==> src/design/rsa_modular_exponentiation_defines.svh <==
// Assertion macros shared by the modular exponentiation RTL.
// Each macro expects clk and rst_n in scope.
`ifndef RSA_MODULAR_EXPONENTIATION_DEFINES_SVH
`define RSA_MODULAR_EXPONENTIATION_DEFINES_SVH

// Same-cycle implication, checked outside reset
`define RSAME_ASSERT_IMP(lbl, ante, cons, msg) \
  lbl: assert property (@(posedge clk) disable iff (!rst_n) (ante) |-> (cons)) \
    else $error(msg);

// Next-cycle implication, checked outside reset
`define RSAME_ASSERT_NXT(lbl, ante, cons, msg) \
  lbl: assert property (@(posedge clk) disable iff (!rst_n) (ante) |=> (cons)) \
    else $error(msg);

`endif

==> src/design/rsame_pkg.sv <==
`timescale 1ns / 1ps
package rsame_pkg;

  // Operand width of message, exponent, modulus and result
  localparam int VALUE_BITS = 16;
  // Bit counter width for one serial multiplication
  localparam int CNT_W = $clog2(VALUE_BITS);

  // Configuration register indexes
  localparam int CFG_IDX_W = 1;
  localparam logic [CFG_IDX_W-1:0] CFG_EXPONENT = 1'b0;
  localparam logic [CFG_IDX_W-1:0] CFG_MODULUS  = 1'b1;

  typedef logic [VALUE_BITS-1:0] value_t;

  localparam value_t EXPONENT_RST = value_t'(5);
  localparam value_t MODULUS_RST  = value_t'(1);

  // Request to the serial modular multiplier
  typedef struct packed {
    logic   go;
    value_t a;
    value_t b;
    value_t m;
  } mm_req_t;

  // Response from the serial modular multiplier
  typedef struct packed {
    logic   done;
    value_t p;
  } mm_rsp_t;

  // (x + y) mod m for x, y < m; never overflows the operand width
  function automatic value_t add_mod(value_t x, value_t y, value_t m);
    value_t room;
    room = m - y;
    if (x >= room) begin
      return x - room;
    end
    return x + y;
  endfunction

endpackage

==> src/design/rsame_modmul.sv <==
`timescale 1ns / 1ps
`include "rsa_modular_exponentiation_defines.svh"
// Bit-serial modular multiplier: walks b from its top bit, one bit per cycle,
// doubling the accumulator and adding a where the bit is set.
module rsame_modmul (
  input  logic              clk,
  input  logic              rst_n,
  input  rsame_pkg::mm_req_t req,
  output rsame_pkg::mm_rsp_t rsp
);

  logic                    busy_r, busy_nxt;
  logic                    done_r, done_nxt;
  logic [rsame_pkg::CNT_W-1:0] cnt_r, cnt_nxt;
  rsame_pkg::value_t       acc_r, acc_nxt;
  rsame_pkg::value_t       a_r, a_nxt;
  rsame_pkg::value_t       b_r, b_nxt;
  rsame_pkg::value_t       m_r, m_nxt;
  rsame_pkg::value_t       dbl;

  // Double, then add a if the current multiplier bit is set
  always_comb begin
    busy_nxt = busy_r;
    done_nxt = 1'b0;
    cnt_nxt  = cnt_r;
    acc_nxt  = acc_r;
    a_nxt    = a_r;
    b_nxt    = b_r;
    m_nxt    = m_r;
    dbl      = rsame_pkg::add_mod(acc_r, acc_r, m_r);
    if (req.go) begin
      busy_nxt = 1'b1;
      cnt_nxt  = rsame_pkg::CNT_W'(rsame_pkg::VALUE_BITS - 1);
      acc_nxt  = '0;
      a_nxt    = req.a;
      b_nxt    = req.b;
      m_nxt    = req.m;
    end else if (busy_r) begin
      acc_nxt = b_r[rsame_pkg::VALUE_BITS-1] ? rsame_pkg::add_mod(dbl, a_r, m_r) : dbl;
      b_nxt   = {b_r[rsame_pkg::VALUE_BITS-2:0], 1'b0};
      cnt_nxt = cnt_r - 1'b1;
      if (cnt_r == '0) begin
        busy_nxt = 1'b0;
        done_nxt = 1'b1;
      end
    end
  end

  // Control state
  always_ff @(posedge clk) begin
    if (!rst_n) begin
      busy_r <= 1'b0;
      done_r <= 1'b0;
    end else begin
      busy_r <= busy_nxt;
      done_r <= done_nxt;
    end
  end

  // Datapath
  always_ff @(posedge clk) begin
    cnt_r <= cnt_nxt;
    acc_r <= acc_nxt;
    a_r   <= a_nxt;
    b_r   <= b_nxt;
    m_r   <= m_nxt;
  end

  assign rsp.done = done_r;
  assign rsp.p    = acc_r;

  `RSAME_ASSERT_IMP(a_mm_no_overlap, req.go, !busy_r, "multiplier restarted while busy")
  `RSAME_ASSERT_IMP(a_mm_acc_reduced, busy_r, acc_r < m_r, "accumulator left modulus range")

endmodule

==> src/design/rsa_modular_exponentiation.sv <==
`timescale 1ns / 1ps
`include "rsa_modular_exponentiation_defines.svh"
// Channel   | Ports                               | Handshake
// ----------+-------------------------------------+------------------------------
// input     | in_message_value                    | start high while busy low
// result    | out_cipher_value                    | out_valid strobe, one cycle
// config    | cfg_we, cfg_index, cfg_data         | cfg_we high, no wait
//
// Each modular product runs through one bit-serial multiplier, one operand bit
// per cycle, from issue through done. An item first reduces the message, then
// for each exponent bit up to the highest set one issues a square (bit clear)
// or a multiply followed by a square (bit set), and then strobes the result.
// A zero exponent or zero modulus strobes its result in the cycle after accept.
// Reset is synchronous with no clearing pass; the receiver cannot stall results.
module rsa_modular_exponentiation (
  input  logic                                clk,
  input  logic                                rst_n,
  input  logic                                start,
  output logic                                busy,
  input  logic [rsame_pkg::VALUE_BITS-1:0]    in_message_value,
  output logic                                out_valid,
  output logic [rsame_pkg::VALUE_BITS-1:0]    out_cipher_value,
  input  logic                                cfg_we,
  input  logic [rsame_pkg::CFG_IDX_W-1:0]     cfg_index,
  input  logic [rsame_pkg::VALUE_BITS-1:0]    cfg_data
);

  localparam logic [2:0] S_IDLE = 3'd0;
  localparam logic [2:0] S_RED  = 3'd1;
  localparam logic [2:0] S_STEP = 3'd2;
  localparam logic [2:0] S_MUL  = 3'd3;
  localparam logic [2:0] S_SQR  = 3'd4;

  logic [2:0]          state_r, state_nxt;
  rsame_pkg::value_t   exp_cfg_r, mod_cfg_r;
  rsame_pkg::value_t   exp_r, exp_nxt;
  rsame_pkg::value_t   acc_r, acc_nxt;
  rsame_pkg::value_t   base_r, base_nxt;
  rsame_pkg::mm_req_t  req_r, req_nxt;
  rsame_pkg::mm_rsp_t  rsp;
  logic                out_valid_r, out_valid_nxt;
  rsame_pkg::value_t   out_cipher_value_r, out_cipher_value_nxt;
  rsame_pkg::value_t   one_m;
  logic                accept;

  // Configuration registers
  always_ff @(posedge clk) begin
    if (!rst_n) begin
      exp_cfg_r <= rsame_pkg::EXPONENT_RST;
      mod_cfg_r <= rsame_pkg::MODULUS_RST;
    end else if (cfg_we) begin
      unique case (cfg_index)
        rsame_pkg::CFG_EXPONENT: exp_cfg_r <= cfg_data;
        rsame_pkg::CFG_MODULUS:  mod_cfg_r <= cfg_data;
        default: ;
      endcase
    end
  end

  // 1 mod n
  assign one_m  = (mod_cfg_r == rsame_pkg::value_t'(1)) ? '0 : rsame_pkg::value_t'(1);
  assign accept = start && (state_r == S_IDLE);
  assign busy   = (state_r != S_IDLE);

  // Square-and-multiply sequencer, exponent shifted out one bit per square
  always_comb begin
    state_nxt            = state_r;
    exp_nxt              = exp_r;
    acc_nxt              = acc_r;
    base_nxt             = base_r;
    req_nxt              = req_r;
    req_nxt.go           = 1'b0;
    req_nxt.m            = mod_cfg_r;
    out_valid_nxt        = 1'b0;
    out_cipher_value_nxt = out_cipher_value_r;
    unique case (state_r)
      S_IDLE: begin
        if (accept) begin
          if (exp_cfg_r == '0) begin
            out_valid_nxt        = 1'b1;
            out_cipher_value_nxt = rsame_pkg::value_t'(1);
          end else if (mod_cfg_r == '0) begin
            out_valid_nxt        = 1'b1;
            out_cipher_value_nxt = '0;
          end else begin
            // reduce the message: (1 mod n) * m mod n
            exp_nxt    = exp_cfg_r;
            req_nxt.go = 1'b1;
            req_nxt.a  = one_m;
            req_nxt.b  = in_message_value;
            state_nxt  = S_RED;
          end
        end
      end
      S_RED: begin
        if (rsp.done) begin
          base_nxt  = rsp.p;
          acc_nxt   = one_m;
          state_nxt = S_STEP;
        end
      end
      S_STEP: begin
        if (exp_r == '0) begin
          out_valid_nxt        = 1'b1;
          out_cipher_value_nxt = acc_r;
          state_nxt            = S_IDLE;
        end else if (exp_r[0]) begin
          req_nxt.go = 1'b1;
          req_nxt.a  = acc_r;
          req_nxt.b  = base_r;
          state_nxt  = S_MUL;
        end else begin
          req_nxt.go = 1'b1;
          req_nxt.a  = base_r;
          req_nxt.b  = base_r;
          state_nxt  = S_SQR;
        end
      end
      S_MUL: begin
        if (rsp.done) begin
          acc_nxt    = rsp.p;
          req_nxt.go = 1'b1;
          req_nxt.a  = base_r;
          req_nxt.b  = base_r;
          state_nxt  = S_SQR;
        end
      end
      S_SQR: begin
        if (rsp.done) begin
          base_nxt  = rsp.p;
          exp_nxt   = {1'b0, exp_r[rsame_pkg::VALUE_BITS-1:1]};
          state_nxt = S_STEP;
        end
      end
      default: state_nxt = S_IDLE;
    endcase
  end

  // Control state and multiplier request
  always_ff @(posedge clk) begin
    if (!rst_n) begin
      state_r     <= S_IDLE;
      req_r       <= '0;
      out_valid_r <= 1'b0;
    end else begin
      state_r     <= state_nxt;
      req_r       <= req_nxt;
      out_valid_r <= out_valid_nxt;
    end
  end

  // Datapath
  always_ff @(posedge clk) begin
    exp_r              <= exp_nxt;
    acc_r              <= acc_nxt;
    base_r             <= base_nxt;
    out_cipher_value_r <= out_cipher_value_nxt;
  end

  rsame_modmul u_modmul (
    .clk   (clk),
    .rst_n (rst_n),
    .req   (req_r),
    .rsp   (rsp)
  );

  assign out_valid        = out_valid_r;
  assign out_cipher_value = out_cipher_value_r;

  `RSAME_ASSERT_NXT(a_step_done_strobes, (state_r == S_STEP) && (exp_r == '0), out_valid_r,
    "finished item not strobed")
  `RSAME_ASSERT_IMP(a_mult_has_exp, (state_r == S_MUL) || (state_r == S_SQR), exp_r != '0,
    "multiplication issued with exponent exhausted")

endmodule
==> config.mk <==
export PLATFORM = sky130hd
export DESIGN_NAME = rsa_modular_exponentiation
export DESIGN_NICKNAME = d
export VERILOG_FILES = /design/src/design/rsame_pkg.sv /design/src/design/rsame_modmul.sv /design/src/design/rsa_modular_exponentiation.sv
export VERILOG_INCLUDE_DIRS = /design/src /design/src/design
export SDC_FILE = /design/constraint.sdc
export NUM_CORES = 1
export LEC_CHECK = 0
export BUFFER_PORTS_ARGS = -buffer_cell sky130_fd_sc_hd__buf_4
export CORE_MARGIN = 2
export CORE_UTILIZATION = 60
export DETAILED_ROUTE_END_ITERATION = 8
export PLACE_DENSITY = 0.81
export SLEW_MARGIN = 10
export SYNTH_ARGS = -nofsm -noshare
export SYNTH_HDL_FRONTEND = slang
export SYNTH_SLANG_ARGS = --single-unit
==> constraint.sdc <==
create_clock -name clk -period 8.6 [get_ports clk]
set_input_delay 2.15 -clock clk [delete_from_list [all_inputs] [get_ports clk]]
set_output_delay 2.15 -clock clk [all_outputs]
set_load 0.05 [all_outputs]
-- Word level (Yosys, flattened, before mapping)
Index checks and enable logic that the tools add are counted.
- eq/ne operators: 15
- muxes and demuxes: 49
- div/mod/pow operators: 0
- order comparisons: 2
- reduce and logical (&&, ||, !) cells: 22
- multipliers: 0
- add/sub/neg operators: 7
- shift operators: 0
- bitwise operators: 3
- operators by type and width (operator ; count):
    two-way mux 16 bit ; 17
    two-way mux 33 bit ; 5
    case mux 33 bit (3 select lines) ; 1
    case mux 16 bit (2 select lines) ; 3
    subtractor 16 bit ; 4
    logical NOT 16 bit ; 3
    adder 16 bit ; 2
    >= comparator 16 bit ; 2
    two-way mux 32 bit ; 1
    two-way mux 3 bit ; 7
    == test 16 x 1 -> 1 bit (second input constant) ; 1
    two-way mux 1 bit ; 13
    case mux 3 bit (4 select lines) ; 1
    != test 2 bit (second input constant) ; 5
    AND reduction 5 bit ; 2
    != test 2 x 1 -> 1 bit (second input constant) ; 4
    nonzero test 2 bit ; 4
    == test 3 x 2 -> 1 bit (second input constant) ; 2
    AND reduction 2 bit ; 3
    AND reduction 6 bit ; 1
    nonzero test 3 bit ; 2
    logical NOT 4 bit ; 1
    AND reduction 4 bit ; 1
    subtractor 4 x 1 -> 4 bit (second input constant) ; 1
    10 further kinds ; 12
- latch bits: 0
- RAM bits: 0
- word-level logic and storage cells: 117
- ROM bits: 0
- output and inout bits: 18
- memories kept: 0
- input port bits: 37
- register bits after elaboration: 219

-- Longest topological paths before layout
Gate-level depths: netlist of the first run.
- word-level depth: 10
- mapped depth: 40
- gate-level depth less buffers: 36

-- Modules after synthesis
Synthesis of the first run repeated with hierarchy kept, for this count alone.
- cell total of the unflattened synthesis: 1265
- area total of the unflattened synthesis: 12665.9 um2
- modules (own cells, without submodules) (module ; times used ; cells each ; sequential area each (um2) ; area an instance (um2)):
    rsame_modmul ; 1 ; 751 ; 1881.8 ; 6643.9
    rsa_modular_exponentiation ; 1 ; 514 ; 3623.5 ; 6022.0

-- Worst setup path before layout of the first run
Ideal clock, no wire load.
- kind: reg2reg
- start point: register u_modmul.m_r[0]
- end point: register u_modmul.acc_r[2]
- setup slack: 1580 ps
- path buffers: 3
- data required time: 8509 ps
- cell stages (with the launch flop): 40
- period minus slack after synthesis: 7020 ps
- library setup time: 91 ps
- arrival: 6929 ps
- cell sequence: edfxtp_1 > inv_1 > ha_1 > inv_1 > fa_1 > a21o_1 > a21oi_1 > o21ai_0 > a21oi_1 > o21ai_0 > a21oi_1 > o21ai_0 > a21oi_1 > o21bai_1 > a21oi_1 > nor3_1 > a311oi_1 > ha_1 > (+4 left out) > clkbuf_1 > nor2_1 > a21oi_1 > ha_1 > clkbuf_1 > a21o_1 > a21oi_1 > inv_1 > a21oi_1 > o21ai_0 > a21oi_1 > o21bai_1 > a21o_1 > a41o_1 > buf_6 > mux2i_1 > or3_1 > a311oi_1
- cells in the longest elaborated chain, start to end: 10
- elaborated cells between the ends (all ways): 16
- classes of those cells: 5 x add/sub; 2 x order compare; 9 x mux
- RTL lines (element ; line ; source):
    from (decl) ; rsame_modmul.sv:18 ; rsame_pkg::value_t m_r, m_nxt;
    from (signal assigned) ; rsame_modmul.sv:66 ; m_r <= m_nxt;
    subtractor 16 bit ; rsame_pkg.sv:36 ; room = m - y;
    subtractor 16 bit or >= comparator 16 bit (tied branches) ; rsame_pkg.sv:38, rsame_pkg.sv:37 ;
    two-way mux 16 bit or two-way mux 1 bit (tied branches) ; rsame_pkg.sv:37 ; if (x >= room) begin
    two-way mux 16 bit ; rsame_pkg.sv:40 ; return x + y;
    >= comparator 16 bit ; rsame_pkg.sv:37 ;
    two-way mux 1 bit ; rsame_pkg.sv:37 ;
    two-way mux 1 bit ; rsame_modmul.sv:38 ; end else if (busy_r) begin
    two-way mux 1 bit ; rsame_modmul.sv:31 ; if (req.go) begin
    two-way mux 16 bit ; rsame_pkg.sv:40 ;
    two-way mux 16 bit (*) ; rsame_modmul.sv:39 ; acc_nxt = b_r[rsame_pkg::VALUE_BITS-1] ? rsame_pkg::add_mod(dbl, a_r, m_r) : dbl;
    to (signal assigned) ; rsame_modmul.sv:63 ; acc_r <= acc_nxt;
    to (decl) ; rsame_modmul.sv:15 ; rsame_pkg::value_t acc_r, acc_nxt;
Mark *: on every way between the ends. The rest lies on a longest branch, timed or not. The select of a mux whose other input is x is not followed.
A chain may end at the register's enable or synchronous reset.

-- Worst setup path in the final report of the first run
- start point: register u_modmul.acc_r[0]
- end point: register u_modmul.acc_r[2]
- cells in the longest elaborated chain, start to end: 10
- elaborated cells between the ends (all ways): 16
- classes of those cells: 5 x add/sub; 2 x order compare; 9 x mux
- RTL lines (element ; line):
    subtractor 16 bit ; rsame_pkg.sv:36
    subtractor 16 bit or >= comparator 16 bit (tied branches) ; rsame_pkg.sv:38, rsame_pkg.sv:37
    two-way mux 16 bit or two-way mux 1 bit (tied branches) ; rsame_pkg.sv:37
    two-way mux 16 bit (*) ; rsame_pkg.sv:40
    >= comparator 16 bit ; rsame_pkg.sv:37
    two-way mux 1 bit ; rsame_pkg.sv:37
    two-way mux 1 bit ; rsame_modmul.sv:38
    two-way mux 1 bit ; rsame_modmul.sv:31
    two-way mux 16 bit ; rsame_pkg.sv:40
    two-way mux 16 bit (*) ; rsame_modmul.sv:39
Marks and branches as above.

==> flow_summary.yaml, run 1 <==
timing:
  worst_pin_slew_ps: 910
  setup-tns-final_ps: 0
  timing.final.crit_share: 0.922
  fmax_mhz: 126
  period_minus_slack_ps: 7930
  hold_viol: 0
  skew_ps: 13.1
  slew_viol_final: 0
  setup_viol: 0
  relSlewSlack: 0.377
  rsz0062_at_grt: "false"
die:
  fp.dieW_um: 147
  die_h_um: 147
  coreArea_sq_um: 20200
  ios: 55
  die_area_sq_um: 21600
  num_rows: 52
  start_util: 0.609
power:
  swShare: 0.440
  peakVddDrop_v: 0.000204
  p_leak_nw: 5.52
  power_switching_w: 0.00238
  p_per_area_nw_per_um2: 394
  internal_power_w: 0.00303
  p_comb_frac: 0.576
  clockPowerShare: 0.188
  pwr-share-seq: 0.236
clocking:
  clk_pin_slew_ps: 70
  clock-sinks: 219
  cts_htree_levels: 1
  cts_tree: "yes"
  clock_path_buffers: 3
  insertion_delay_ps: 510
  cts_made_buffers: 23
  root_buffer: "clkbuf_16"
final_layout:
  final_nets: 1408
  nFillCells: 1575
  multiInputGateArea_sq_um: 6290
  fin_cells: 1581
  register_area_sq_um: 5510
  drive_gt1_frac: 0.114
  diodes: 0
  area_growth_pct: 12.0
worst_setup_path:
  rrSetupSlack_ps: 670
  end_kind: "register"
  cpPeakStageDelay_ps: 480
  arrival_ps: 8350
  timing.rr.start: "u_modmul.acc_r[0]"
  crit_path_start: "u_modmul.acc_r[0]"
  worst_path_max_delay_cell: "dfxtp_1"
  crit_top_cell: "a21oi_1"
  path_class: "register to register"
  r2r_end: "u_modmul.acc_r[2]"
  startpoint_type: "register"
  cp_max_fo: 18
  cp_data_required_time_ps: 9030
  crit_path_end: "u_modmul.acc_r[2]"
  rr_worst_depth: 33
global_route:
  grt_pass1_vias: 9567
  gr-total-overflow: 0
  grt_use_met1: 0.371
  antenna_found_initial: 0
  gr-usage-met3: 0.0360
  grt_pass1_wl_mm: 50.9
  track_usage: 0.298
  grt_start_max_net_pins: 88
  grt_util_met2: 0.524
  grt_busiest_layer: "met2"
placement:
  dp_hpwl_mm: 23.7
  gp_congestion: 0.987
  port_buffers: 54
  dp.cells: 1537
route:
  vias: 9988
  wl_per_cell_um: 20.7
  first_iter_violations: 954
  wirelength_mm: 32.7
  via_per_inst: 6.32
  drcViolationCount: 0
  ant_nets: 0
  first_pass_iters: 8
yosys:
  ys_seq_area_frac: 0.448
  postSynthAreaPerCell_sq_um: 9.77
  synth_edf_count: 112
  synth_compound_area_frac: 0.184
  synthArstFlopShare: 0
  synth_top_flop_cell: "edfxtp_1"
  netlist_area_sq_um: 12300
  yosys_warnings: 0
  synth_top_family_by_area: "compound AO/OA/AOI/OAI gates"
  ys_ff_latch: 219
  synth_simple_gate_area_frac: 0.162
  synth.net_count: 1370
  synthMuxAreaShare: 0.0383
  synth_xor_area_frac: 0.0435
  synth-adder-area-share: 0.0811
  syn_inst: 1256
  ys_types: 74
run_status:
  status: "complete, no violations"
run:
  max_cap_viol_count: 0
hold_path:
  hold_path_class: "register to register"
## cell families after synthesis
group                      after synthesis
and+or+nand+nor                        395
buffers and inverters                  137
DFF                                    219
adders and majority gates               78
AOI/OAI and AO/OA                      323
muxes                                   43
xor gates and xnor gates                61
## sequential cells by signal (all words and copies together), names as in the netlist
signal and count:
u_modmul.b_r 16, exp_cfg_r 16, u_modmul.acc_r 16, mod_cfg_r 16, u_modmul.done_r 1, u_modmul.m_r 16
base_r 16, u_modmul.cnt_r 4, u_modmul.busy_r 1, u_modmul.a_r 16, state_r 3, out_valid 1
req_r 49, exp_r 16, out_cipher_value 16, acc_r 16
## worst min-delay path by stage
stage                   start               end  depth (start not counted)
floorplan            req_r[0]   u_modmul.m_r[0]                          0
global placement     req_r[3]   u_modmul.m_r[3]                          0
detailed placement  req_r[13]  u_modmul.m_r[13]                          0
CTS                 req_r[13]  u_modmul.m_r[13]                          0
global route        req_r[15]  u_modmul.m_r[15]                          0
finish               req_r[8]   u_modmul.m_r[8]                          0
## routing by layer
| layer | routed length, um | up-vias |
|---|---|---|
| met5 | 0 | - |
| met1 | 12800 | 4717 |
| li1 | - | 4716 |
| met2 | 16300 | 451 |
| met4 | 1460 | 0 |
| met3 | 2130 | 104 |
## cell usage after synthesis (all sizes together) (8+ instances only)
cell    number  area (sq um)
a211oi       9          85.1
a21boi      35           263
a21o        22           165
a21oi       75           379
a222oi      32           320
a31oi        8          50.1
and2        42           263
and3        10          62.6
clkbuf      45           169
dfxtp      107          2140
edfxtp     112          3360
ha          74           926
inv         85           319
mux2        32           360
mux2i       11           110
nand2      112           420
nand2b      14          87.6
nand3       20           105
nand4       12          75.1
nor2        66           248
nor2b       37           231
nor3        30           155
nor4        30           188
o21ai       60           300
or3         11          68.8
xnor2       34           298
xor2        27           236
## area by class of cell
type                            count  share of cell area
Clock buffer                       36              0.0522
Clock inverter                      6             0.00510
Inverter                           85              0.0232
Multi-Input combinational cell    900               0.458
Sequential cell                   219               0.401
Tap cell                          270              0.0246
Timing Repair Buffer               65              0.0364
## power by group through the flow
stage | combinational (W) | clock [W] | sequential, W
finish | 0.00312 | 0.00102 | 0.00128
global route | 0.00340 | 0.00106 | 0.00128
CTS | 0.00298 | 0.00103 | 0.00128
detailed placement | 0.00295 | 0 | 0.00130
global placement | 0.00292 | 0 | 0.00129
floorplan | 0.00230 | 0 | 0.00126
## metrics by stage
step / hold slack, ps / area (sq um) / util / setup WS [ps] / power (W)
6_report: 403 / 13700 / 0.682 / 674 / 0.00541
5_1_grt: 409 / 13700 / 0.682 / 22.6 / 0.00575
3_3_place_gp: 386 / 12900 / 0.639 / 703 / 0.00422
3_5_place_dp: 389 / 12900 / 0.639 / 435 / 0.00425
2_1_floorplan: 386 / 12300 / - / 1580 / 0.00356
4_1_cts: 402 / 13700 / 0.678 / 294 / 0.00528
## layout by cell type (no fill, tap or decap), types with 28 or more instances in the layout
master | netlist | layout
a21boi_0 | 35 | 35
a21oi_1 | 74 | 73
buf_4 | 0 | 64
nor2_1 | 66 | 66
o21ai_0 | 57 | 57
ha_1 | 74 | 74
nor4_1 | 30 | 30
dfxtp_1 | 107 | 106
inv_1 | 85 | 85
and2_1 | 42 | 42
mux2_2 | 31 | 31
nand2_1 | 112 | 112
a222oi_1 | 32 | 32
nor2b_1 | 37 | 37
nor3_1 | 29 | 28
xnor2_1 | 34 | 34
edfxtp_1 | 112 | 112
## worst max-delay path: cells and delay by family, from the launching register on
kind / cells / cell delay (ps)
and+or+nand+nor: 5 / 1040
muxes: 2 / 460
AOI/OAI and AO/OA: 20 / 4360
DFF: 1 / 480
buffers and inverters: 2 / 190
adders and majority gates: 4 / 1310
## what timing repair did
item                       4_1_cts  5_1_grt
setup buffers                    0        2
setup endpoints to repair        0       16
resized for setup                0        7
hold buffers                     0        0
Note: power is estimated with default switching activity, not from simulation.
==> run 2, diff against run 1 <==
--- a/config.mk
+++ b/config.mk
@@ -9,6 +9,7 @@
 export BUFFER_PORTS_ARGS = -buffer_cell sky130_fd_sc_hd__buf_4
 export CORE_MARGIN = 2
 export CORE_UTILIZATION = 60
+export CTS_BUF_LIST = sky130_fd_sc_hd__clkbuf_4 sky130_fd_sc_hd__clkbuf_8 sky130_fd_sc_hd__clkbuf_16
 export DETAILED_ROUTE_END_ITERATION = 8
 export PLACE_DENSITY = 0.81
 export SLEW_MARGIN = 10
==> flow_summary.yaml, run 2 (synthesis results as in run 1) <==
worst_setup_path:
  arrival_ps: 8330
  startpoint_type: "register"
  cp_num_buf_inv: 2
  crit_top_cell: "a21oi_1"
  worst_path_max_delay_cell: "dfxtp_1"
  rr_worst_depth: 33
  rrSetupSlack_ps: 700
  cp_top_family: "compound AO/OA/AOI/OAI gates"
  end_kind: "register"
  cp_max_fo: 18
  timing.rr.start: "u_modmul.acc_r[0]"
  r2r_end: "u_modmul.acc_r[2]"
  cp_data_required_time_ps: 9030
  path_class: "register to register"
  cpPeakStageDelay_ps: 480
clocking:
  cts_made_buffers: 23
  clk_pin_slew_ps: 70
  insertion_delay_ps: 510
  cts_tree: "yes"
  cts_htree_levels: 1
  clock-sinks: 219
  clock_path_buffers: 3
  root_buffer: "clkbuf_16"
final_layout:
  final_nets: 1408
  regMostFlops: "req_r"
  layout_common_cells: "nand2_1, edfxtp_1, dfxtp_1, inv_1, ha_1"
  area_growth_pct: 12.2
  drive_gt1_frac: 0.119
  largest_reg_flops: 49
  diodes: 0
timing:
  setup-tns-final_ps: 0
  hold_ws_ps: 403
  relSlewSlack: 0.338
  setup_viol: 0
  fmax_mhz: 127
  slew_viol_final: 0
  rsz0062_at_grt: "false"
  hold_viol: 0
  skew_ps: 13.9
  worst_pin_slew_ps: 980
  timing.final.crit_share: 0.919
  period_minus_slack_ps: 7900
  setup_ws_ps: 701
global_route:
  grt_pass1_vias: 9613
  grt_pass1_wl_mm: 51.3
  track_usage: 0.300
  gr-total-overflow: 0
  antenna_found_initial: 0
  grt_start_max_net_pins: 88
die:
  ios: 55
  coreArea_sq_um: 20200
  die_area_sq_um: 21600
  start_util: 0.609
  fp.dieW_um: 147
  die_h_um: 147
  num_rows: 52
route:
  wl_per_cell_um: 20.7
  vias: 10100
  first_pass_iters: 7
  ant_nets: 0
  wirelength_mm: 32.8
  first_iter_violations: 940
  drcViolationCount: 0
  via_per_inst: 6.36
power:
  peakVddDrop_v: 0.000203
  p_leak_nw: 5.54
  p_per_area_nw_per_um2: 395
hold_path:
  min_to: "u_modmul.m_r[8]"
  hold_path_class: "register to register"
  hp-start: "req_r[8]"
  holdPathStages: 0
placement:
  gp_congestion: 0.987
  port_buffers: 54
  post-place-ws_ps: 435
  dp_hpwl_mm: 23.7
run:
  max_cap_viol_count: 0
run_status:
  status: "complete, no violations"
run 2: cell counts in the layout (fill, tap and decap cells not counted):
No cell type changed its count.
run 2: per-stage QoR:
| stage | std cells | cell area, sq um | utilization | power, W |
|---|---|---|---|---|
| floorplan | 1256 | 12300 | - | 0.00356 |
| global placement | 1537 | 12900 | 0.639 | 0.00422 |
| detailed placement | 1537 | 12900 | 0.639 | 0.00425 |
| CTS | 1579 | 13700 | 0.679 | 0.00531 |
| global route | 1581 | 13800 | 0.683 | 0.00578 |
| finish | 1581 | 13800 | 0.683 | 0.00544 |
run 2: power breakdown:
| group | leakage, nW | internal [W] | switching, W |
|---|---|---|---|
| clock network | 0.410 | 0.000632 | 0.000410 |
| registers | 1.91 | 0.00119 | 0.0000938 |
| logic | 3.22 | 0.00124 | 0.00188 |
run 2: worst max path at each step:
stage,startpoint,endpoint,cells past startpoint
2_1_floorplan,u_modmul.m_r[0],u_modmul.acc_r[2],39
3_3_place_gp,u_modmul.acc_r[0],u_modmul.acc_r[3],33
3_5_place_dp,u_modmul.acc_r[0],u_modmul.acc_r[2],33
4_1_cts,u_modmul.acc_r[0],u_modmul.acc_r[2],33
5_1_grt,u_modmul.m_r[0],u_modmul.acc_r[2],34
6_report,u_modmul.acc_r[0],u_modmul.acc_r[2],33
run 2: layout make-up:
class	instances	area, sq um
clock buffers	36	744
clock inverters	6	70.1
fillers	1570	6400
inverters	85	319
multi-input cells	900	6290
flip-flops and latches	219	5510
well taps	270	338
repair buffers	65	500
run 2: what timing repair did:
action,4_1_cts,5_1_grt
resized for setup,0,7
setup buffers,0,2
hold buffers,0,0
setup endpoints to repair,0,16
run 2: worst reg2reg max path, delay by kind of cell (launching register included):
kind / cells / cell delay [ps]
flops: 1 / 480
fa+ha+maj: 4 / 1310
mux: 2 / 450
simple gates: 5 / 1040
buf+inv: 2 / 200
compound gates: 20 / 4330
run 2: per-layer routing:
layer	part of all wire	vias up	global-route usage
met5	0	-	0
li1	-	4711	-
met2	0.50	480	0.529
met4	0.047	0	0.124
met3	0.071	112	0.0354
met1	0.38	4751	0.374
==> run 3, diff against run 2 <==
--- a/config.mk
+++ b/config.mk
@@ -7,6 +7,7 @@
 export NUM_CORES = 1
 export LEC_CHECK = 0
 export BUFFER_PORTS_ARGS = -buffer_cell sky130_fd_sc_hd__buf_4
+export CORE_ASPECT_RATIO = 1.2
 export CORE_MARGIN = 2
 export CORE_UTILIZATION = 60
 export CTS_BUF_LIST = sky130_fd_sc_hd__clkbuf_4 sky130_fd_sc_hd__clkbuf_8 sky130_fd_sc_hd__clkbuf_16
==> constraint.sdc (replaced) <==
create_clock -name clk -period 9.7 [get_ports clk]
set_input_delay 2.425 -clock clk [delete_from_list [all_inputs] [get_ports clk]]
set_output_delay 2.425 -clock clk [all_outputs]
set_load 0.05 [all_outputs]
==> flow_summary.yaml, run 3 (synthesis results as in run 1) <==
die:
  start_util: 0.608
  ios: 55
  coreArea_sq_um: 20200
  num_rows: 57
  die_area_sq_um: 21600
  fp.dieW_um: 135
  die_h_um: 161
clocking:
  clock_path_buffers: 3
  cts_setup_buffers: 0
  ctsResizeCount: 0
  clk_pin_slew_ps: 60
  insertion_delay_ps: 530
  clock-sinks: 219
  cts_tree: "yes"
  cts_made_buffers: 22
  root_buffer: "clkbuf_16"
  cts_htree_levels: 1
  cts_hold_buf: 0
route:
  first_iter_violations: 868
  drcViolationCount: 0
  ant_nets: 0
  first_pass_iters: 6
  wirelength_mm: 32.4
  via_per_inst: 6.30
  wl_per_cell_um: 20.7
  vias: 9896
timing:
  setup_viol: 0
  skew_ps: 22.3
  setup-tns-final_ps: 0
  fmax_mhz: 125
  relSlewSlack: 0.180
  worst_pin_slew_ps: 1230
  period_minus_slack_ps: 8000
  hold_viol: 0
  rsz0062_at_grt: "false"
  slew_viol_final: 0
  timing.final.crit_share: 0.825
worst_setup_path:
  cpPeakStageDelay_ps: 480
  rrSetupSlack_ps: 1700
  crit_top_cell: "a21oi_1"
  cp_max_fo: 19
  path_class: "register to register"
  timing.rr.start: "u_modmul.acc_r[0]"
  worst_path_max_delay_cell: "dfxtp_1"
  cp_data_required_time_ps: 10120
  r2r_end: "u_modmul.acc_r[2]"
  startpoint_type: "register"
  arrival_ps: 8430
  rr_worst_depth: 34
  end_kind: "register"
power:
  p_leak_nw: 5.49
  pwr-share-seq: 0.242
  peakVddDrop_v: 0.000190
  swShare: 0.440
  power_switching_w: 0.00208
  p_per_area_nw_per_um2: 346
  p_comb_frac: 0.566
  internal_power_w: 0.00265
  clockPowerShare: 0.192
final_layout:
  diodes: 0
  largest_reg_flops: 49
  area_growth_pct: 11.1
  fin_cells: 1570
  nFillCells: 1519
  final_nets: 1403
  drive_gt1_frac: 0.112
  postLayoutCoreUtil: 0.676
  regMostFlops: "req_r"
  layout_common_cells: "nand2_1, edfxtp_1, dfxtp_1, inv_1"
hold_path:
  holdPathStages: 0
  hp-start: "req_r[3]"
  min_to: "u_modmul.m_r[3]"
  hold_path_class: "register to register"
global_route:
  grt_util_met2: 0.533
  grt_start_max_net_pins: 88
  grt_use_met1: 0.346
  grt_pass1_vias: 9726
  grt_pass1_wl_mm: 50.7
  gr-usage-met3: 0.0388
  gr-total-overflow: 0
  grt_busiest_layer: "met2"
  track_usage: 0.300
  antenna_found_initial: 0
placement:
  dp_hpwl_mm: 24.1
  gp_congestion: 1.02
  dp.cells: 1530
  port_buffers: 54
run_status:
  status: "complete, no violations"
run:
  max_cap_viol_count: 0
[run 3: changes by cell type in the layout (fill, tap and decap cells not counted), sizes merged]
| cell | before | now |
|---|---|---|
| clkbuf | 36 | 25 |
| clkinv | 2 | 9 |
| inv | 88 | 87 |
| bufinv | 1 | 4 |
| buf | 65 | 61 |
[run 3: worst max path at each step]
| stage | from | slack, ps | cells past startpoint | endpoint |
|---|---|---|---|---|
| after floorplan | u_modmul.m_r[0] | 2680 | 39 | u_modmul.acc_r[2] |
| after global placement | u_modmul.acc_r[0] | 2060 | 34 | u_modmul.acc_r[2] |
| after detailed placement | u_modmul.acc_r[0] | 1870 | 34 | u_modmul.acc_r[2] |
| after CTS | u_modmul.acc_r[0] | 1820 | 34 | u_modmul.acc_r[2] |
| after global routing | u_modmul.acc_r[0] | 1010 | 35 | u_modmul.acc_r[2] |
| final | u_modmul.acc_r[0] | 1700 | 34 | u_modmul.acc_r[2] |
[run 3: power groups by stage]
stage          logic, W  clock network, W  registers (W)
2_1_floorplan   0.00204                 0        0.00112
3_3_place_gp    0.00257                 0        0.00116
3_5_place_dp    0.00260                 0        0.00116
4_1_cts         0.00262          0.000915        0.00114
5_1_grt         0.00294          0.000946        0.00115
6_report        0.00267          0.000908        0.00114
[run 3: critical path: cells and delay by family, from the launching register on]
kind	cells	cell delay, ps
flip-flops	1	480
AO/OA/AOI/OAI	24	4920
AND/OR/NAND/NOR	3	770
multiplexers	1	220
adder cells (fa/ha/maj)	4	1380
buffers and inverters	2	130
[run 3: layout make-up]
class                           instances  area (sq um)  area share
Multi-Input combinational cell        900          6250       0.458
Tap cell                              265           332      0.0243
Inverter                               85           319      0.0234
Timing Repair Buffer                   61           458      0.0336
Sequential cell                       219          5510       0.404
Clock inverter                         15           199      0.0146
Clock buffer                           25           573      0.0420
[run 3: through the flow]
step	worst slack [ps]	hold slack, ps	instance area, sq um	power [W]
after floorplan	2680	386	12300	0.00315
after global placement	2060	387	12900	0.00373
after detailed placement	1870	389	12900	0.00376
after CTS	1820	404	13600	0.00468
after global routing	1010	408	13600	0.00503
final	1700	403	13600	0.00473
[run 3: per-layer routing]
metal | vias up | wire, um
met5 | - | 0
met4 | 0 | 2210
met3 | 139 | 1820
met2 | 372 | 16200
met1 | 4685 | 12200
li1 | 4700 | -
